`src/hw/rtl/lsrb_pkg.sv`:
```
// ----------------------------------------------------------------------------
// Looping sample ring buffer package
// Request, result and configuration types, operation codes, register indexes
// and datapath widths shared by the front, back and remainder units.
// ----------------------------------------------------------------------------
package lsrb_pkg;

	localparam int LW = 17;	// length and end register width
	localparam int SW = 16;	// start register width
	localparam int NW = 18;	// remainder dividend width
	localparam int DW = 32;	// sample word width

	localparam logic [1:0] OP_WRITE = 2'd0;
	localparam logic [1:0] OP_READ  = 2'd1;
	localparam logic [1:0] OP_SEEK  = 2'd2;

	localparam logic [1:0] REG_BUFFER_LENGTH = 2'd0;
	localparam logic [1:0] REG_LOOP_START    = 2'd1;
	localparam logic [1:0] REG_LOOP_END      = 2'd2;

	typedef struct packed {
		logic [1:0]    operation;
		logic [DW-1:0] sample;
		logic [SW-1:0] seek_position;
	} item_t;

	typedef struct packed {
		logic [DW-1:0] sample_out;
		logic          region_error;
	} result_t;

	typedef struct packed {
		logic [LW-1:0] len;
		logic [SW-1:0] loop_start;
		logic [LW-1:0] loop_end;
	} cfg_t;

	typedef struct packed {
		logic          start;
		logic [NW-1:0] dividend;
		logic [LW-1:0] divisor;
	} rem_req_t;

	typedef struct packed {
		logic          done;
		logic [LW-1:0] result;
	} rem_rsp_t;

endpackage

```
`src/hw/rtl/lsrb_rem.sv`:
```
// ----------------------------------------------------------------------------
// Iterative remainder unit
// Unsigned remainder, one dividend bit per cycle; a dividend below the
// divisor is returned without iterating.
// ----------------------------------------------------------------------------
module lsrb_rem (
	input  logic               clk,
	input  logic               arst_n,
	input  lsrb_pkg::rem_req_t req,
	output lsrb_pkg::rem_rsp_t rsp
);
	import lsrb_pkg::*;

	localparam int CW = $clog2(NW);

	logic          busy_q;
	logic          done_q;
	logic [CW-1:0] cnt_q;
	logic [NW-1:0] dvd_q;
	logic [LW-1:0] div_q;
	logic [LW-1:0] rem_q;
	logic [LW:0]   trial;
	logic [LW:0]   diff;
	logic          ge;

	assign trial = {rem_q, dvd_q[NW-1]};
	assign ge    = trial >= {1'b0, div_q};
	assign diff  = trial - {1'b0, div_q};

	always_ff @(posedge clk or negedge arst_n) begin
		if (!arst_n) begin
			busy_q <= 1'b0;
			done_q <= 1'b0;
			cnt_q  <= '0;
			dvd_q  <= '0;
			div_q  <= '0;
			rem_q  <= '0;
		end else begin
			done_q <= 1'b0;
			if (req.start) begin
				div_q <= req.divisor;
				if (req.dividend < NW'(req.divisor)) begin
					rem_q  <= LW'(req.dividend);
					done_q <= 1'b1;
				end else begin
					dvd_q  <= req.dividend;
					rem_q  <= '0;
					cnt_q  <= CW'(NW - 1);
					busy_q <= 1'b1;
				end
			end else if (busy_q) begin
				rem_q <= ge ? LW'(diff) : LW'(trial);
				dvd_q <= dvd_q << 1;
				if (cnt_q == '0) begin
					busy_q <= 1'b0;
					done_q <= 1'b1;
				end else begin
					cnt_q <= cnt_q - 1'b1;
				end
			end
		end
	end

	assign rsp.done   = done_q;
	assign rsp.result = rem_q;

endmodule

```
`config.mk`:
```
export PLATFORM = sky130hd
export DESIGN_NAME = lsrb_rem
export DESIGN_NICKNAME = d
export VERILOG_FILES = /design/src/hw/rtl/lsrb_pkg.sv /design/src/hw/rtl/lsrb_rem.sv
export SDC_FILE = /design/constraint.sdc
export NUM_CORES = 1
export LEC_CHECK = 0
export ABC_AREA = 1
export ABC_CLOCK_PERIOD_IN_PS = 2080
export BUFFER_PORTS_ARGS = -buffer_cell sky130_fd_sc_hd__buf_2
export CAP_MARGIN = 20
export CORE_ASPECT_RATIO = 1.5
export CORE_UTILIZATION = 55
export CTS_BUF_LIST = sky130_fd_sc_hd__clkbuf_4
export CTS_CLUSTER_SIZE = 14
export DETAILED_ROUTE_END_ITERATION = 7
export GPL_ROUTABILITY_DRIVEN = 1
export PLACE_DENSITY = 0.87
export SKIP_CTS_REPAIR_TIMING = 1
export SYNTH_ARGS = -nofsm -noshare
export SYNTH_HDL_FRONTEND = slang
export SYNTH_SLANG_ARGS = --single-unit
```
`constraint.sdc`:
```
create_clock -name clk -period 2.08 [get_ports clk]
set_input_delay 0.416 -clock clk [delete_from_list [all_inputs] [get_ports clk]]
set_output_delay 0.416 -clock clk [all_outputs]
set_load 0.02 [all_outputs]
```
* Yosys cells after proc, flatten, opt, wreduce, memory -nomap -nowiden
Index checks and enable logic that the tools add are counted. W data, S select, Z words.
Storage, ports and cells: flip-flop bits (word level) 59, input port bits 38, output and inout bits 18, logic and storage cells 35
Operators by class: add/subtract/negate cells 2, magnitude comparators 2, equality and inequality tests 2, muxes and demuxes 19, reduce and logical (&&, ||, !) cells 4
Operator list (number):
- $mux W17 | 4
- $mux W18 | 3
- $mux W5 | 4
- $ge A18 B17 Y1 | 1
- $lt A18 B17 Y1 | 1
- $sub A17 B17 Y17 | 1
- $mux W1 | 8
- $logic_not A5 Y1 | 1
- $sub A5 B1 Y5 const B | 1
- $ne A2 B2 Y1 const B | 2
- $reduce_and A3 Y1 | 1
- $reduce_and A2 Y1 | 1
- $reduce_bool A2 Y1 | 1

* Depth between registers and ports, before layout
depth after elaboration 4, mapped depth 14, depth with buffers taken out 14

* Worst setup path after synthesis
No wires, ideal clock.
kind register to register, start reg rem_q[14], end reg rem_q[0], library setup time 0.073 ns, data arrival time 1.879 ns, data required time 2.007 ns, setup slack 0.128 ns, stages on the path, launching flop included 14, path buffers 1, period minus slack after synthesis 1.952 ns, cell sequence dfrtp_1 > ha_1 > nand2_1 > inv_2 > nand2_2 > inv_1 > nand2_1 > nand2_2 > nor2_4 > nand2_4 > buf_12 > nand2_4 > nand3_2 > a21oi_2
On the way: longest elaborated chain between the ends 4
Ends and longest elaborated chain:
- start: declaration | RTL line lsrb_rem.sv:21 | logic [LW-1:0] rem_q;
- start signal: assignment | RTL line lsrb_rem.sv:43 | rem_q <= LW'(req.dividend);
- start signal: assignment | RTL line lsrb_rem.sv:52 | rem_q <= ge ? LW'(diff) : LW'(trial);
- $ge A18 B17 Y1 | RTL line lsrb_rem.sv:27 | assign ge = trial >= {1'b0, div_q};
- $mux W17 | RTL line lsrb_rem.sv:52
- $mux W17 | RTL line lsrb_rem.sv:51 | end else if (busy_q) begin
- $mux W17 | RTL line lsrb_rem.sv:40 | if (req.start) begin
No other way between the ends. The select of a mux whose other input is x is not followed. A chain may end at the register's enable or synchronous reset.

* Worst setup path after layout
start reg dvd_q[17], end reg rem_q[16]
On the way: longest elaborated chain between the ends 4, elaborated cells on any way between the ends 5, those cells by class 1 x add/sub; 1 x order compare; 3 x mux
Ends and longest elaborated chain:
- start: declaration | RTL line lsrb_rem.sv:19 | logic [NW-1:0] dvd_q;
- start signal: assignment | RTL line lsrb_rem.sv:46 | dvd_q <= req.dividend;
- start signal: assignment | RTL line lsrb_rem.sv:53 | dvd_q <= dvd_q << 1;
- $sub A17 B17 Y17 or $ge A18 B17 Y1 (tied branches) | RTL line lsrb_rem.sv:28, lsrb_rem.sv:27
- $mux W17 (*) | RTL line lsrb_rem.sv:52
- $mux W17 (*) | RTL line lsrb_rem.sv:51
- $mux W17 (*) | RTL line lsrb_rem.sv:40
Mark *: on every way between the ends. The rest lies on a longest branch, timed or not. The select of a mux whose other input is x is not followed.

==> impl_metrics.csv <==
group,metric,value,unit
sta,period_needed,2117,ps
clocking,cts.clk_slew.worst_paths,110,ps
finish,layout-drive-gt1-share,0.2843,
synthesis,syn_area_per_cell,6.968,um^2
global_route,grt_pass1_wl,21070,um
synthesis,synthMuxAreaShare,0,
die,fp.dieArea,0.009231,mm^2
hold_path,min_path_type,"in2reg",
pwr,p_per_area,1417,mW/mm^2
drt,via_per_inst,5.650,
flow_run,maxCapViolations,0,
drt,vias,5057,
hold_path,hold_depth,3,
synthesis,yosys_warnings,0,
drt,dr.pass1.iters,7,
pwr,fin_total_pwr,8.500,mW
die,fp-row-count,41,
hold_path,hold_end,"div_q[5]",
drt,wl_per_cell,15.83,um
placement,hpwl,9574,um
sta,fmax,472.3,MHz
synthesis,yosysSeqAreaShare,0.3036,
worst_setup_path,crit_type,"reg2reg",
sta,final.period_utilization,1.018,
global_route,use_met3,0.04341,
sta,fin_hold_ws,229.9,ps
synthesis,syn_nets,772,
clocking,insertion_delay,410,ps
placement,port_buffers,55,
clocking,clock_sinks,59,
finish,areaGrowthSynthToFinish,23.31,%
worst_setup_path,worstSetupEndpointType,"register",
synthesis,synth-xor-area-share,0.01621,
global_route,gr-total-overflow,0,
worst_setup_path,path_delay_family,"simple AND/OR/NAND/NOR gates",
worst_setup_path,required,2370,ps
pwr,p_leak,3.304,nW
finish,fin_area,0.005997,mm^2
worst_setup_path,cp.buffers_inverters,2,
synthesis,ys_seq_elements,59,
worst_setup_path,cpMostUsedCell,"nand2_1",
worst_setup_path,cp-start-kind,"register",
clocking,cts_tree,"built",
pwr,ir_worst_vdd,0.8594,mV
global_route,grt_use_met2,0.5490,
sta,hold_violations,0,
finish,final_cell_mix,"nand2_1 (192), inv_1 (114), dfrtp_1 (56)",
global_route,antenna_found_initial,0,
synthesis,synth_top_family_by_area,"simple AND/OR/NAND/NOR gates",
die,ioPinCount,56,
die,start_util,0.5711,
worst_setup_path,reg2regPathDepth,14,
global_route,grt_max_degree,58,
finish,layout_commonest_cell,"nand2_1",
finish,final_nets,857,
drt,drc,0,
finish,insertedDiodeCount,0,
status,status,"finished with violations",
global_route,grt_pass1_vias,4712,
finish,fill_cells,622,
worst_setup_path,cp.arrival,2410,ps
clocking,h-tree-depth,3,
clocking,cts_buffers,9,
synthesis,syn_area,0.004863,mm^2
sta,slew_viol_final,0,
placement,placedInstanceArea,0.005408,mm^2
placement,routabilityCongestion,0.9132,
clocking,cts_root_buf,"clkbuf_4",
worst_setup_path,ff2ff_setup_slack,-40,ps
synthesis,synth-simple-area-share,0.3648,
sta,finalWorstSetupSlack,-37.09,ps
hold_path,min-delay-start,"req[5]",
drt,drt_wl_total,14160,um
worst_setup_path,slowest_stage,"fa_2",
drt,drtAntennaViolNets,0,
worst_setup_path,cp_max_fo,3,
global_route,grt_usage,0.2936,
sta,setup_violations,2,
sta,worst_pin_slew,569.8,ps
global_route,grt_use_met1,0.3231,
status,violations,"setup timing",
global_route,top_usage_layer,"met2",
sta,max_slew_margin,0.6201,
worst_setup_path,rr_endpoint,"rem_q[16]",
die,fp.dieW,78.78,um
finish,fin_util,0.7042,
drt,drtIter0Drc,398,
sta,skew,14.91,ps
worst_setup_path,cpPeakStageDelay,410,ps
die,core_area,0.008516,mm^2
clocking,cts_buffer_depth,2,
synthesis,synthCells,698,
worst_setup_path,r2r_start,"dvd_q[17]",
synthesis,synth_cell_types,37,
worst_setup_path,critical_path.cell_chain,"inv_2 -> ha_2 -> inv_2 -> fa_2 -> nand2_2 -> nand2_2 -> nand3_2 -> nand2_4 -> nand2_1 -> nand2_1 -> nand2_1 -> nand3_1 -> nand3_1 -> a21oi_1",
synthesis,synth_compound_area_frac,0.09570,
synthesis,yosys.area_share.adder,0.09416,
die,die_y,117.2,um
## worst max-delay path by stage
| stage | startpoint | end | slack [ps] | cells past startpoint |
|---|---|---|---|---|
| global route | rem_q[8] | rem_q[6] | -110 | 12 |
| floorplan | rem_q[14] | rem_q[0] | 130 | 13 |
| global placement | req[16] | cnt_q[4] | -50 | 14 |
| detailed placement | req[16] | cnt_q[3] | -130 | 14 |
| finish | dvd_q[17] | rem_q[16] | -40 | 14 |
| CTS | dvd_q[17] | rem_q[5] | -70 | 12 |
## logic make-up after synthesis
group                    Yosys count
AO/OA/AOI/OAI                     84
buffers and inverters            148
AND/OR/NAND/NOR                  362
XOR/XNOR                           9
flip-flops                        59
adder cells (fa/ha/maj)           36
## through the flow
step                setup TNS, ps  std cells  worst slack [ps]
finish                     -37.69        895            -37.09
global route               -667.7        895            -110.1
CTS                        -323.4        882            -67.18
detailed placement          -2106        866            -134.4
global placement           -271.5        866            -51.63
floorplan                       0        698             128.4
## tightest hold or removal path, stage by stage
cell and delay [ps]:
buf_2 90, nand2_1 50, o21ai_0 60
## power breakdown
part / total (mW) / switching (mW) / internal, mW / leakage, nW
combinational: 5.73 / 3.38 / 2.35 / 2.49
clock: 0.940 / 0.429 / 0.511 / 0.0868
sequential: 1.83 / 0.342 / 1.48 / 0.723
total: 8.50 / 4.16 / 4.34 / 3.30
## flip-flops by register name (all words and copies together), names as in the netlist
register and cells:
dvd_q 18, div_q 17, rem_q 17, cnt_q 5, busy_q 1, done_q 1
## layer usage
layer	vias to the layer above	part of all wire
met5	-	0
met4	0	0.061
met3	86	0.055
met2	276	0.51
met1	2335	0.37
li1	2360	-
## layout make-up
| type | instances | area, um^2 | share of cell area |
|---|---|---|---|
| well taps | 107 | 133.9 | 0.02232 |
| flip-flops and latches | 59 | 1480 | 0.2468 |
| multi-input cells | 491 | 3080 | 0.5137 |
| repair buffers | 96 | 669.4 | 0.1116 |
| inverters | 126 | 473.0 | 0.07887 |
| clock inverters | 5 | 77.57 | 0.01294 |
| clock buffers | 11 | 82.58 | 0.01377 |
## cell usage after synthesis, drive strengths merged
cell type / count / area [um^2]
a21oi: 42 / 251.5
a31oi: 1 / 6.260
and2: 1 / 6.260
and3: 1 / 6.260
buf: 13 / 103.9
clkbuf: 9 / 33.78
clkinv: 1 / 3.750
dfrtp: 59 / 1476
fa: 1 / 20.02
ha: 35 / 437.9
inv: 125 / 469.2
nand2: 223 / 942.2
nand3: 59 / 370.4
nand3b: 21 / 157.7
nand4: 5 / 31.28
nor2: 44 / 197.7
nor3: 4 / 31.28
nor3b: 1 / 12.51
o21a: 1 / 7.510
o21ai: 40 / 200.2
or2: 3 / 18.77
xnor2: 5 / 43.79
xor2: 4 / 35.03
Power figures use the tool's default switching activity.
