===== src/hw/rtl/lsrb_pkg.sv =====
// ----------------------------------------------------------------------------
// Looping sample ring buffer package
// Request, result and configuration types, operation codes, register indexes
// and datapath widths shared by the front, back and remainder units.
// ----------------------------------------------------------------------------
package lsrb_pkg;

	localparam int LW = 17;	// length and end register width
	localparam int SW = 16;	// start register width
	localparam int NW = 18;	// remainder dividend width
	localparam int DW = 32;	// sample word width

	localparam logic [1:0] OP_WRITE = 2'd0;
	localparam logic [1:0] OP_READ  = 2'd1;
	localparam logic [1:0] OP_SEEK  = 2'd2;

	localparam logic [1:0] REG_BUFFER_LENGTH = 2'd0;
	localparam logic [1:0] REG_LOOP_START    = 2'd1;
	localparam logic [1:0] REG_LOOP_END      = 2'd2;

	typedef struct packed {
		logic [1:0]    operation;
		logic [DW-1:0] sample;
		logic [SW-1:0] seek_position;
	} item_t;

	typedef struct packed {
		logic [DW-1:0] sample_out;
		logic          region_error;
	} result_t;

	typedef struct packed {
		logic [LW-1:0] len;
		logic [SW-1:0] loop_start;
		logic [LW-1:0] loop_end;
	} cfg_t;

	typedef struct packed {
		logic          start;
		logic [NW-1:0] dividend;
		logic [LW-1:0] divisor;
	} rem_req_t;

	typedef struct packed {
		logic          done;
		logic [LW-1:0] result;
	} rem_rsp_t;

endpackage


===== src/hw/rtl/lsrb_front.sv =====
// ----------------------------------------------------------------------------
// Front end
// Accept requests, drop unused operation codes and queue the rest, two deep.
// ----------------------------------------------------------------------------
module lsrb_front (
	input  logic            clk,
	input  logic            arst_n,
	input  logic            item_valid,
	output logic            item_ready,
	input  lsrb_pkg::item_t item,
	input  logic            clearing,
	output logic            cmd_valid,
	output lsrb_pkg::item_t cmd,
	input  logic            cmd_pop
);
	import lsrb_pkg::*;

	item_t      slot_q [2];
	logic       wr_q;
	logic       rd_q;
	logic [1:0] cnt_q;
	logic       keep;
	logic       push;

	assign keep = (item.operation == OP_WRITE) || (item.operation == OP_READ) ||
	              (item.operation == OP_SEEK);
	assign item_ready = !clearing && (cnt_q != 2'd2);
	assign push       = item_valid && item_ready && keep;
	assign cmd_valid  = cnt_q != 2'd0;
	assign cmd        = slot_q[rd_q];

	always_ff @(posedge clk) begin
		if (push) begin
			slot_q[wr_q] <= item;
		end
	end

	always_ff @(posedge clk or negedge arst_n) begin
		if (!arst_n) begin
			wr_q  <= 1'b0;
			rd_q  <= 1'b0;
			cnt_q <= 2'd0;
		end else begin
			if (push) begin
				wr_q <= !wr_q;
			end
			if (cmd_pop) begin
				rd_q <= !rd_q;
			end
			if (push && !cmd_pop) begin
				cnt_q <= cnt_q + 2'd1;
			end else if (!push && cmd_pop) begin
				cnt_q <= cnt_q - 2'd1;
			end
		end
	end

endmodule


===== config.mk =====
export PLATFORM = sky130hd
export DESIGN_NAME = lsrb_front
export DESIGN_NICKNAME = d
export VERILOG_FILES = /design/src/hw/rtl/lsrb_pkg.sv /design/src/hw/rtl/lsrb_front.sv
export SDC_FILE = /design/constraint.sdc
export NUM_CORES = 1
export LEC_CHECK = 0
export ABC_CLOCK_PERIOD_IN_PS = 3600
export BUFFER_PORTS_ARGS = -buffer_cell sky130_fd_sc_hd__buf_2
export CELL_PAD_IN_SITES_DETAIL_PLACEMENT = 1
export CELL_PAD_IN_SITES_GLOBAL_PLACEMENT = 1
export CORE_ASPECT_RATIO = 0.6
export CORE_UTILIZATION = 41
export CTS_BUF_LIST = sky130_fd_sc_hd__clkbuf_4 sky130_fd_sc_hd__clkbuf_8
export CTS_CLUSTER_SIZE = 24
export DETAILED_ROUTE_END_ITERATION = 8
export PLACE_DENSITY = 0.76
export SETUP_SLACK_MARGIN = 0.02
export SYNTH_ARGS = -nofsm -noshare
export SYNTH_HDL_FRONTEND = slang
export SYNTH_SLANG_ARGS = --single-unit

===== constraint.sdc =====
create_clock -name clk -period 3.6 [get_ports clk]
set_input_delay 0.36 -clock clk [delete_from_list [all_inputs] [get_ports clk]]
set_output_delay 0.36 -clock clk [all_outputs]
set_load 0.02 [all_outputs]

Yosys cells after proc, flatten, opt, wreduce, memory -nomap -nowiden
Memory sizes are Yosys's and may differ from the RTL's.
Cells that the tools add are included.

word-level totals
  memory bits (writable) = 100
  input bits = 55
  memories kept = 1
  output and inout bits = 52
  logic and storage cells = 28
  bits in registers = 4

memory list
  name    words  bits a word  read ports  clocked after memory_dff  wr ports  RTL line          text
  slot_q  2      50           1           0                         1         lsrb_front.sv:18  item_t slot_q [2];

cells by class
  muxes and demuxes = 4
  equality and inequality tests = 3
  $add $sub $neg = 2
  reduce and logical (&&, ||, !) cells = 15

operators with widths
  cell                                                                 number
  1-bit logical AND                                                    5
  1-bit logical NOT                                                    5
  2-bit 2-to-1 mux                                                     2
  2-bit nonzero test                                                   2
  2-bit by 1-bit adder with 2-bit output (second input constant)       1
  2-bit by 1-bit == test with 1-bit output (second input constant)     1
  2-bit == test (second input constant)                                1
  2-bit logical NOT                                                    1
  1-bit logical OR                                                     2
  1-bit 2-to-1 mux                                                     2
  2-bit != test (second input constant)                                1
  2-bit by 1-bit subtractor with 2-bit output (second input constant)  1

Depth between registers and ports, before layout
Gate-level depths: netlist (run 1).

  word-level depth = 8
  depth in mapped cells = 6
  mapped depth without buffers = 6

Least setup slack after synthesis (run 1)
No wires, ideal clock.

  kind = input-to-reg
  start point = input item_valid
  end point = memory slot_q[0][0] (netlist bit) (enable)
  setup slack = 68 ps
  cell stages on the path = 3
  data arrival time = 3068 ps
  data required time = 3136 ps
  library setup time = 464 ps
  cell sequence = a21bo_2 a211oi_4 nor2b_1

between the ends
  word-level cells in the longest chain between the ends = 4

RTL lines
  item                                    RTL line          text
  start, declared                         lsrb_front.sv:8   input logic item_valid,
  1-bit logical AND (2 in series)         lsrb_front.sv:28  assign push = item_valid && item_ready && keep;
  1-bit 2-to-1 mux                        lsrb_front.sv:33  if (push) begin
  1-bit 2-to-1 mux (implied by the code)  lsrb_front.sv:34  slot_q[wr_q] <= item;
  end, declared                           lsrb_front.sv:18

Every way passes these cells.

==> flow_summary.ini, run 1 <==
[timing]
final.setup.tns_ns = 0
final_period_minus_worst_setup_slack_ns = 2.46
final.setup.worst_slack_ns = 1.14
setup_violating_endpoint_count_in_the_final_report = 0
timing_hold_violations_final = 0
layout_worst_path_cycle_share = 0.684
achievable-frequency_mhz = 406
drv_slew = 0
hold_ws_ns = 0.176
unrepaired_setup_endpoints_after_global_routing = false
worst_clock_skew_ns = 0.00471
worst_slew_pin_slew_ns = 0.581
maxSlewHeadroom = 0.613

[yosys]
synth_area_per_cell_um2 = 21.9
number_of_flops_mapped_to_enable_cells_by_yosys = 100
netlist_instances = 175
syn_area_um2 = 3830
synth_most_common_cell = sky130_fd_sc_hd__edfxtp_1
synth_top_cells_by_area = sky130_fd_sc_hd__edfxtp_1, sky130_fd_sc_hd__mux2_2, sky130_fd_sc_hd__dfrtp_1
synth_common_cells = sky130_fd_sc_hd__edfxtp_1, sky130_fd_sc_hd__mux2_2, sky130_fd_sc_hd__buf_4
yosys_most_used_dff = sky130_fd_sc_hd__edfxtp_1
synth.lib_cells_used.distinct = 17
synth-seq-cells = 104
postSynth.asyncResetShare = 0.0385
post-synth-top-area-fraction = 0.784
seq_area_frac_synth = 0.810
yosysWarnings = 0
post_synthesis_cell_type_with_the_largest_combined_area = sky130_fd_sc_hd__edfxtp_1
postSynthNetCount = 231

[setup_path]
timing.critical_path.arrival_ns = 2.10
critical_path_required_ns = 3.24
critical_path.top_delay_family = flip-flops
worst_path_largest_cell_delay_ns = 0.65
timing.critical_path.fanout_max = 33
crit-reg2reg-launch = cnt_q[0]
crit_path_cell_trace = buf_4 -> mux2_2 -> buf_2
timing.setup.critical_path_class = register to output pin
crit_slowest_cell = sky130_fd_sc_hd__dfrtp_2
buf_inv_on_cp = 2
critical_path_origin = rd_q
setup.worst_path.start_class = register
worstSetupEndpointType = output pin

[power]
clock_power_share = 0.244
combinationalPowerShare = 0.293
netSwitchingPower_w = 0.00103
cellLeakagePower_nw = 1.77
max-vdd-ir-drop_mv = 0.269
power.share.switching = 0.305
p_seq_frac = 0.463
total_power_density_per_cell_area_nw_per_um2 = 710
cellInternalPower_w = 0.00234

[clock_network]
worst_setup_hold_path_clk_slew_ns = 0.09
post-cts-setup-buffer-count = 0
insertion_delay_ns = 0.37
post_cts_resize_count = 0
clock_tree.htree_level_count = 3
clk_path_buf_depth = 2
tritoncts_num_sinks = 104
cts_hold_buffers = 1
tritoncts = yes
clockRootBuffer = sky130_fd_sc_hd__clkbuf_8
cts_made_buffers = 9

[layout]
regArea_um2 = 3100
ant_diodes = 0
final_layout_size_suffix_gt1_frac = 0.614
multi_input_area_um2 = 686
synthToLayoutAreaGrowth_pct = 24.0
net_count_final = 346
filler_instances = 848

[drt]
detailed_routing_iterations_pass_1 = 4
finalWirelength_um = 7460
routed-via-count = 1949
antenna_violation_net_count_after_detailed_routing = 0
top_layer = met5
routed_met2_length_um = 3210
detail_route.iter0.violations = 98
met1_length_um = 3440
route.met3.wl_um = 676
avgViaCountPerCell = 4.79
detail_route.drc_violations = 0
routedWlPerCell_um = 18.3

[placement]
gpl.final_weighted_congestion = 0.688
detailedPlace.worstSlack_ns = 1.37
hpwlAfterDp_um = 5220
placement.io_buffers = 106

[global_routing]
global_route.overflow_total = 0
largest_net_degree_at_the_start_of_global_routing = 44
number_of_global_route_vias_before_repair = 2095
grt_antenna_before_repair = 3
grt_first_pass_wirelength_um = 11600
grt_util_all_layers = 0.166

[floorplanning]
die_area_um2 = 9740
row_count = 26
core_region_area_um2 = 8780
initial_utilization = 0.436
design.portCount = 107
dieWidth_um = 127
dieHeight_um = 76.9

[worst_hold_path]
hold_path.startpoint = item[5]
min-delay-path-class = input pin to register

[status]
run_status = complete, no violations

[run]
maxCapViolations = 0
[metrics by stage]
stage / std cells / cell area (um^2) / util / power, W
floorplan: 175 / 3830 / - / 0.00228
global placement: 390 / 4500 / 0.513 / 0.00258
detailed placement: 390 / 4500 / 0.513 / 0.00259
CTS: 407 / 4750 / 0.541 / 0.00342
global route: 407 / 4750 / 0.541 / 0.00353
finish: 407 / 4750 / 0.541 / 0.00337
[per-layer routing]
| layer | vias to the layer above | track usage |
|---|---|---|
| li1 | 910 | - |
| met2 | 76 | 0.240 |
| met1 | 946 | 0.216 |
| met3 | 13 | 0.0830 |
| met5 | - | 0 |
| met4 | 4 | 0.0571 |
[flip-flops by register name, summed over array words and instances, names as in the netlist]
name / flops
wr_q: 1
rd_q: 1
cnt_q: 2
slot_q: 100
[cells in the final DEF (no fill, tap or decap), drive strengths merged]
cell / n
buf: 109
edfxtp: 100
mux2: 50
clkbuf: 13
xor2: 4
dfrtp: 4
bufinv: 2
inv: 2
a21bo: 1
a211oi: 1
a21oi: 1
or2: 1
and2: 1
nor2b: 1
xnor2: 1
nor2: 1
ha: 1
clkinv: 1
dlygate4sd3: 1
[logic make-up (layout without fill, tap and decap cells)]
kind of cell               count (synthesis)  in the layout  share of synthesized area
AOI/OAI and AO/OA                          3              3                    0.00915
DFF                                      104            104                      0.810
muxes                                     50             50                      0.147
and+or+nand+nor                            4              4                    0.00588
buffers and inverters                      8            128                     0.0131
xor gates and xnor gates                   5              5                     0.0114
adders and majority gates                  1              1                    0.00327
[worst register-to-register path: stages (launching register included)]
cell and delay [ns]:
sky130_fd_sc_hd__dfrtp_1 0.44, sky130_fd_sc_hd__inv_2 0.08, sky130_fd_sc_hd__a211oi_4 0.28, sky130_fd_sc_hd__nor2b_4 0.33, sky130_fd_sc_hd__buf_4 0.53
[final timing paths]
| check | end | slack [ns] | depth (start not counted) |
|---|---|---|---|
| min in group asynchronous | cnt_q[1] | 0.32 | 2 |
| max reg2reg | slot_q[0][26] | 1.56 | 4 |
| max | cmd[11] | 1.14 | 3 |
| min | slot_q[1][5] | 0.18 | 1 |
| max in group asynchronous | rd_q | 3.14 | 2 |
| min reg2reg | wr_q | 0.55 | 1 |
[power groups by stage]
stage / combinational [W] / clock (W) / sequential, W
finish: 0.000988 / 0.000823 / 0.00156
global route: 0.00106 / 0.000889 / 0.00158
CTS: 0.00101 / 0.000852 / 0.00157
detailed placement: 0.00100 / 0 / 0.00159
global placement: 0.000993 / 0 / 0.00159
floorplan: 0.000745 / 0 / 0.00154
[final cells by class]
type | count | share of cell area
Inverter | 2 | 0.00158
Timing Repair Buffer | 110 | 0.121
Multi-Input combinational cell | 63 | 0.144
Sequential cell | 104 | 0.654
Tap cell | 112 | 0.0295
Clock buffer | 13 | 0.0364
Clock inverter | 3 | 0.0134
Note: power is estimated with default switching activity, not from simulation.
==> run 2: changes to the inputs <==
--- a/config.mk
+++ b/config.mk
@@ -5,16 +5,17 @@
 export SDC_FILE = /design/constraint.sdc
 export NUM_CORES = 1
 export LEC_CHECK = 0
-export ABC_CLOCK_PERIOD_IN_PS = 3600
+export ABC_AREA = 1
+export ABC_CLOCK_PERIOD_IN_PS = 2250
 export BUFFER_PORTS_ARGS = -buffer_cell sky130_fd_sc_hd__buf_2
 export CELL_PAD_IN_SITES_DETAIL_PLACEMENT = 1
 export CELL_PAD_IN_SITES_GLOBAL_PLACEMENT = 1
 export CORE_ASPECT_RATIO = 0.6
-export CORE_UTILIZATION = 41
+export CORE_UTILIZATION = 42
 export CTS_BUF_LIST = sky130_fd_sc_hd__clkbuf_4 sky130_fd_sc_hd__clkbuf_8
 export CTS_CLUSTER_SIZE = 24
 export DETAILED_ROUTE_END_ITERATION = 8
-export PLACE_DENSITY = 0.76
+export PLACE_DENSITY = 0.77
 export SETUP_SLACK_MARGIN = 0.02
 export SYNTH_ARGS = -nofsm -noshare
 export SYNTH_HDL_FRONTEND = slang
==> constraint.sdc (replaced) <==
create_clock -name clk -period 2.25 [get_ports clk]
set_input_delay 0.225 -clock clk [delete_from_list [all_inputs] [get_ports clk]]
set_output_delay 0.225 -clock clk [all_outputs]
set_load 0.02 [all_outputs]
==> run 2 against run 1 <==
Cell count is 8.4% higher. Critical path type unchanged. Die area up 4.4%. Sequential share of layout area decreased by 3.9 points. Largest power group unchanged. Cell area grew 6.4%. Count of clock-buffer cells in the layout fell by 2.
==> flow_summary.ini, run 2 <==
[status]
run_status = complete, no violations

[drt]
routedWlPerCell_um = 17.1
detail_route.iter0.violations = 113
antenna_violation_net_count_after_detailed_routing = 0
routed-via-count = 2025
avgViaCountPerCell = 4.59
detail_route.drc_violations = 0
finalWirelength_um = 7550
detailed_routing_iterations_pass_1 = 4

[timing]
final_period_minus_worst_setup_slack_ns = 1.83
drv_slew = 0
setup_violating_endpoint_count_in_the_final_report = 0
worst_slew_pin_slew_ns = 0.528
achievable-frequency_mhz = 547
maxSlewHeadroom = 0.647
layout_worst_path_cycle_share = 0.813
worst_clock_skew_ns = 0.00475
unrepaired_setup_endpoints_after_global_routing = false
timing_hold_violations_final = 0
final.setup.tns_ns = 0
final.setup.worst_slack_ns = 0.422

[global_routing]
global_route.overflow_total = 0
grt_antenna_before_repair = 0
number_of_global_route_vias_before_repair = 2125
grt_first_pass_wirelength_um = 11600
grt_util_all_layers = 0.159
largest_net_degree_at_the_start_of_global_routing = 46

[yosys]
synth_common_cells = sky130_fd_sc_hd__edfxtp_1, sky130_fd_sc_hd__mux2_4, sky130_fd_sc_hd__nand2_1
synth-seq-cells = 104
postSynth.asyncResetShare = 0.0385
syn_area_um2 = 4100
yosysWarnings = 0
postSynthNetCount = 245
yosys_most_used_dff = sky130_fd_sc_hd__edfxtp_1
synth_top_cells_by_area = sky130_fd_sc_hd__edfxtp_1, sky130_fd_sc_hd__mux2_4, sky130_fd_sc_hd__buf_12
post-synth-top-area-fraction = 0.732
synth.lib_cells_used.distinct = 17
synth_most_common_cell = sky130_fd_sc_hd__edfxtp_1
post_synthesis_cell_type_with_the_largest_combined_area = sky130_fd_sc_hd__edfxtp_1
seq_area_frac_synth = 0.757
number_of_flops_mapped_to_enable_cells_by_yosys = 100
synth_area_per_cell_um2 = 21.7
netlist_instances = 189

[setup_path]
worst_path_largest_cell_delay_ns = 0.45
crit_path_cell_trace = buf_12 -> mux2_4 -> buf_2
r2r_end = slot_q[1][12]
timing.critical_path.arrival_ns = 1.60
worstSetupEndpointType = output pin
buf_inv_on_cp = 2
timing.setup.critical_path_class = register to output pin
worst-r2r-cell-count = 5
crit-reg2reg-launch = cnt_q[0]
timing.critical_path.fanout_max = 33
setup.worst_path.start_class = register
critical_path.top_delay_family = flip-flops
crit_slowest_cell = sky130_fd_sc_hd__dfrtp_4
reg2reg_setup_slack_ns = 0.56
critical_path_required_ns = 2.03

[floorplanning]
initial_utilization = 0.440
dieWidth_um = 130
row_count = 27
core_region_area_um2 = 9320
die_area_um2 = 10200
design.portCount = 107
dieHeight_um = 78.5

[power]
combinationalPowerShare = 0.347
power.share.switching = 0.302
cellInternalPower_w = 0.00404
p_seq_frac = 0.419
cellLeakagePower_nw = 2.04
clock_power_share = 0.234
total_power_density_per_cell_area_nw_per_um2 = 1150
netSwitchingPower_w = 0.00175
max-vdd-ir-drop_mv = 0.556

[layout]
ant_diodes = 0
final_layout_size_suffix_gt1_frac = 0.579
layout_commonest_cell = sky130_fd_sc_hd__buf_2
regMostFlops = slot_q
synthToLayoutAreaGrowth_pct = 23.3
layout_common_cells = sky130_fd_sc_hd__buf_2, sky130_fd_sc_hd__edfxtp_1, sky130_fd_sc_hd__mux2_4, sky130_fd_sc_hd__nand2_1, sky130_fd_sc_hd__clkbuf_8
layout_top_registers = slot_q (100), cnt_q (2)
net_count_final = 362
largest_register_ffs = 100

[placement]
placement.io_buffers = 106
hpwlAfterDp_um = 5340
detailedPlace.worstSlack_ns = 0.553
gpl.final_weighted_congestion = 0.760

[run]
maxCapViolations = 0

[clock_network]
tritoncts = yes
insertion_delay_ns = 0.36
cts_made_buffers = 9
clockRootBuffer = sky130_fd_sc_hd__clkbuf_8
clk_path_buf_depth = 2
worst_setup_hold_path_clk_slew_ns = 0.09
clock_tree.htree_level_count = 3
tritoncts_num_sinks = 104

[worst_hold_path]
endpoint_of_the_worst_hold_path = slot_q[1][20]
hold_path.startpoint = item[20]
min-delay-path-class = input pin to register
whs_path_depth = 1
run 2: routing by layer:
layer  vias up  track usage  routed length (um)
met4         0       0.0488                  82
met1       986        0.219                3590
met3        10       0.0518                 455
met5         -            0                   0
li1        951            -                   -
met2        78        0.239                3420
run 2: repair_timing:
item / CTS / global route
hold endpoints to repair: 4 / 0
gates resized for setup: 0 / 0
setup buffers: 0 / 0
hold buffers: 1 / 0
run 2: area by class of cell:
cell class                 count  area (um^2)
clock buffer                  11          139
clock inverter                 5          105
fill                         900         4270
inverter                       9         37.5
multi-input combinational     70          863
sequential                   104         3110
tap                          130          163
timing repair buffer         112          641
run 2: cell families (layout without fill, tap and decap cells):
logic type,after synthesis,in the layout,synth area share
AO/OA/AOI/OAI,2,2,0.00305
XOR/XNOR,2,2,0.00427
adder cells (fa/ha/maj),1,1,0.00305
buffers and inverters,15,137,0.0354
flip-flops,104,104,0.757
multiplexers,50,50,0.182
AND/OR/NAND/NOR,15,15,0.0153
run 2: metrics by stage:
step | instance area [um^2] | utilization | power, W | std cells | hold WS [ns]
after floorplan | 4120 | - | 0.00408 | 189 | -0.0706
after global placement | 4800 | 0.515 | 0.00446 | 424 | 0.0388
after detailed placement | 4800 | 0.515 | 0.00450 | 424 | 0.0393
after CTS | 5050 | 0.542 | 0.00587 | 441 | 0.0221
after global routing | 5050 | 0.542 | 0.00603 | 441 | 0.0225
final | 5050 | 0.542 | 0.00580 | 441 | 0.0482
run 2: worst max-delay path by stage:
| stage | startpoint | endpoint | slack, ns | depth (start not counted) |
|---|---|---|---|---|
| floorplan | cnt_q[0] | slot_q[1][0] | 0.04 | 4 |
| global placement | item[48] | slot_q[1][1] | 0.65 | 5 |
| detailed placement | cnt_q[0] | slot_q[1][7] | 0.55 | 5 |
| CTS | rd_q | cmd[38] | 0.37 | 3 |
| global route | rd_q | cmd[38] | 0.36 | 3 |
| finish | rd_q | cmd[39] | 0.42 | 3 |
run 2: power by group through the flow:
stage / logic [W] / clock network [W] / registers [W]
after floorplan: 0.00163 / 0 / 0.00244
after global placement: 0.00200 / 0 / 0.00246
after detailed placement: 0.00203 / 0 / 0.00248
after CTS: 0.00204 / 0.00140 / 0.00243
after global routing: 0.00213 / 0.00146 / 0.00245
final: 0.00201 / 0.00136 / 0.00243
==> run 3: changes to the inputs <==
--- a/config.mk
+++ b/config.mk
@@ -6,16 +6,16 @@
 export NUM_CORES = 1
 export LEC_CHECK = 0
 export ABC_AREA = 1
-export ABC_CLOCK_PERIOD_IN_PS = 2250
+export ABC_CLOCK_PERIOD_IN_PS = 1800
 export BUFFER_PORTS_ARGS = -buffer_cell sky130_fd_sc_hd__buf_2
 export CELL_PAD_IN_SITES_DETAIL_PLACEMENT = 1
 export CELL_PAD_IN_SITES_GLOBAL_PLACEMENT = 1
 export CORE_ASPECT_RATIO = 0.6
-export CORE_UTILIZATION = 42
+export CORE_UTILIZATION = 46
 export CTS_BUF_LIST = sky130_fd_sc_hd__clkbuf_4 sky130_fd_sc_hd__clkbuf_8
 export CTS_CLUSTER_SIZE = 24
 export DETAILED_ROUTE_END_ITERATION = 8
-export PLACE_DENSITY = 0.77
+export PLACE_DENSITY = 0.8
 export SETUP_SLACK_MARGIN = 0.02
 export SYNTH_ARGS = -nofsm -noshare
 export SYNTH_HDL_FRONTEND = slang
==> constraint.sdc (replaced) <==
create_clock -name clk -period 1.8 [get_ports clk]
set_input_delay 0.18 -clock clk [delete_from_list [all_inputs] [get_ports clk]]
set_output_delay 0.18 -clock clk [all_outputs]
set_load 0.02 [all_outputs]
==> run 3 against run 2 <==
Largest power group unchanged. Core utilization is 10 points higher. Critical endpoint is now cmd[16]. Clock power rose by 13%. Sequential cell count did not move. Cell count increased by 5.0%. Global-route usage is 1.9 points higher. Clock skew shrank 0.00068 ns.
==> flow_summary.ini, run 3 (synthesis results as in run 2) <==
[floorplanning]
design.portCount = 107
core_region_area_um2 = 8590
row_count = 26
dieHeight_um = 75.1
die_area_um2 = 9310
dieWidth_um = 124
initial_utilization = 0.477

[timing]
timing_hold_violations_final = 0
worst_slew_pin_slew_ns = 0.317
drv_slew = 0
setup_violating_endpoint_count_in_the_final_report = 0
final.setup.worst_slack_ns = 0.0458
unrepaired_setup_endpoints_after_global_routing = true
achievable-frequency_mhz = 570
worst_clock_skew_ns = 0.00408
maxSlewHeadroom = 0.789
layout_worst_path_cycle_share = 0.975
final_period_minus_worst_setup_slack_ns = 1.75
final.setup.tns_ns = 0

[setup_path]
timing.critical_path.arrival_ns = 1.57
critical_path_required_ns = 1.62
crit_slowest_cell = sky130_fd_sc_hd__dfrtp_4
setup.worst_path.start_class = register
timing.setup.critical_path_class = register to output pin
worstSetupEndpointType = output pin
reg2reg_setup_slack_ns = 0.31
crit_path_cell_trace = buf_12 -> mux2_4 -> buf_2
worst_path_largest_cell_delay_ns = 0.52
r2r_end = slot_q[1][35]
worst-r2r-cell-count = 5
crit-reg2reg-launch = cnt_q[0]
timing.critical_path.fanout_max = 27

[global_routing]
global_route.overflow_total = 0
largest_net_degree_at_the_start_of_global_routing = 28
grt_util_all_layers = 0.178
grt_first_pass_wirelength_um = 11500
grt_antenna_before_repair = 0
number_of_global_route_vias_before_repair = 2216

[clock_network]
tritoncts_num_sinks = 104
clock_tree.htree_level_count = 3
clockRootBuffer = sky130_fd_sc_hd__clkbuf_8
clk_path_buf_depth = 2
insertion_delay_ns = 0.36
cts_made_buffers = 9
tritoncts = yes
worst_setup_hold_path_clk_slew_ns = 0.09

[drt]
avgViaCountPerCell = 4.70
detailed_routing_iterations_pass_1 = 4
finalWirelength_um = 7970
routedWlPerCell_um = 17.2
antenna_violation_net_count_after_detailed_routing = 0
detail_route.drc_violations = 0
routed-via-count = 2177
detail_route.iter0.violations = 82

[layout]
final_layout_size_suffix_gt1_frac = 0.516
layout_common_cells = sky130_fd_sc_hd__edfxtp_1, sky130_fd_sc_hd__buf_2, sky130_fd_sc_hd__mux2_4, sky130_fd_sc_hd__dlygate4sd3_1, sky130_fd_sc_hd__buf_6
layout_commonest_cell = sky130_fd_sc_hd__edfxtp_1
net_count_final = 402
synthToLayoutAreaGrowth_pct = 34.6
regMostFlops = slot_q
largest_register_ffs = 100
layout_top_registers = slot_q (100), cnt_q (2)
ant_diodes = 0

[placement]
detailedPlace.worstSlack_ns = 0.237
hpwlAfterDp_um = 5320
gpl.final_weighted_congestion = 0.718
placement.io_buffers = 106

[worst_hold_path]
hold_path.startpoint = item[21]
endpoint_of_the_worst_hold_path = slot_q[1][21]
whs_path_depth = 1
min-delay-path-class = input pin to register

[run]
maxCapViolations = 0

[power]
total_power_density_per_cell_area_nw_per_um2 = 1330
max-vdd-ir-drop_mv = 0.628
cellLeakagePower_nw = 2.24

[status]
run_status = complete, no violations
run 3: what timing repair did:
item,4_1_cts,5_1_grt
hold buffers,39,1
setup buffers,0,0
gates cloned,0,0
gates resized for setup,3,35
endpoints found under the hold margin,78,2
endpoints found under the setup margin,27,42
run 3: final cells by class:
class,instances,area [um^2]
sequential,104,3110
fill,792,3070
timing repair buffer,152,1140
multi-input combinational,70,870
tap,112,140
clock buffer,9,124
clock inverter,7,95.1
inverter,9,37.5
run 3: worst max-delay path: cells and delay by family, from the launching register on:
kind                   cells  cell delay (ns)
buffers and inverters      2             0.35
DFF                        1             0.52
muxes                      1             0.32
run 3: per-stage QoR:
| stage | instance area, um^2 | power, W | std cells | hold slack, ns | utilization |
|---|---|---|---|---|---|
| finish | 5520 | 0.00733 | 463 | 0.0166 | 0.642 |
| global route | 5520 | 0.00766 | 463 | 0.000337 | 0.642 |
| CTS | 5400 | 0.00725 | 462 | 0.000178 | 0.628 |
| floorplan | 4120 | 0.00510 | 189 | -0.116 | - |
| detailed placement | 4780 | 0.00559 | 407 | 0.000368 | 0.556 |
| global placement | 4780 | 0.00552 | 407 | -0.00486 | 0.556 |
run 3: power breakdown:
group	total (W)	leakage, nW	switching, W	internal (W)
Sequential	0.00305	0.957	0.000106	0.00295
Clock	0.00154	0.106	0.000755	0.000785
Combinational	0.00274	1.18	0.00137	0.00137
run 3: how the worst max path moves through the flow:
stage	to	slack [ns]	from
2_1_floorplan	slot_q[1][0]	-0.38	cnt_q[0]
6_report	cmd[16]	0.05	rd_q
5_1_grt	cmd[16]	0.000006	rd_q
3_5_place_dp	cmd[44]	0.24	rd_q
3_3_place_gp	cmd[16]	0.26	rd_q
4_1_cts	cmd[38]	0.003	rd_q
run 3: routing by layer:
layer / global-route usage / part of all wire / vias to the layer above
met3: 0.0621 / 0.073 / 10
li1: - / - / 1034
met1: 0.223 / 0.44 / 1049
met5: 0 / 0 / -
met4: 0.0683 / 0.018 / 0
met2: 0.288 / 0.47 / 84
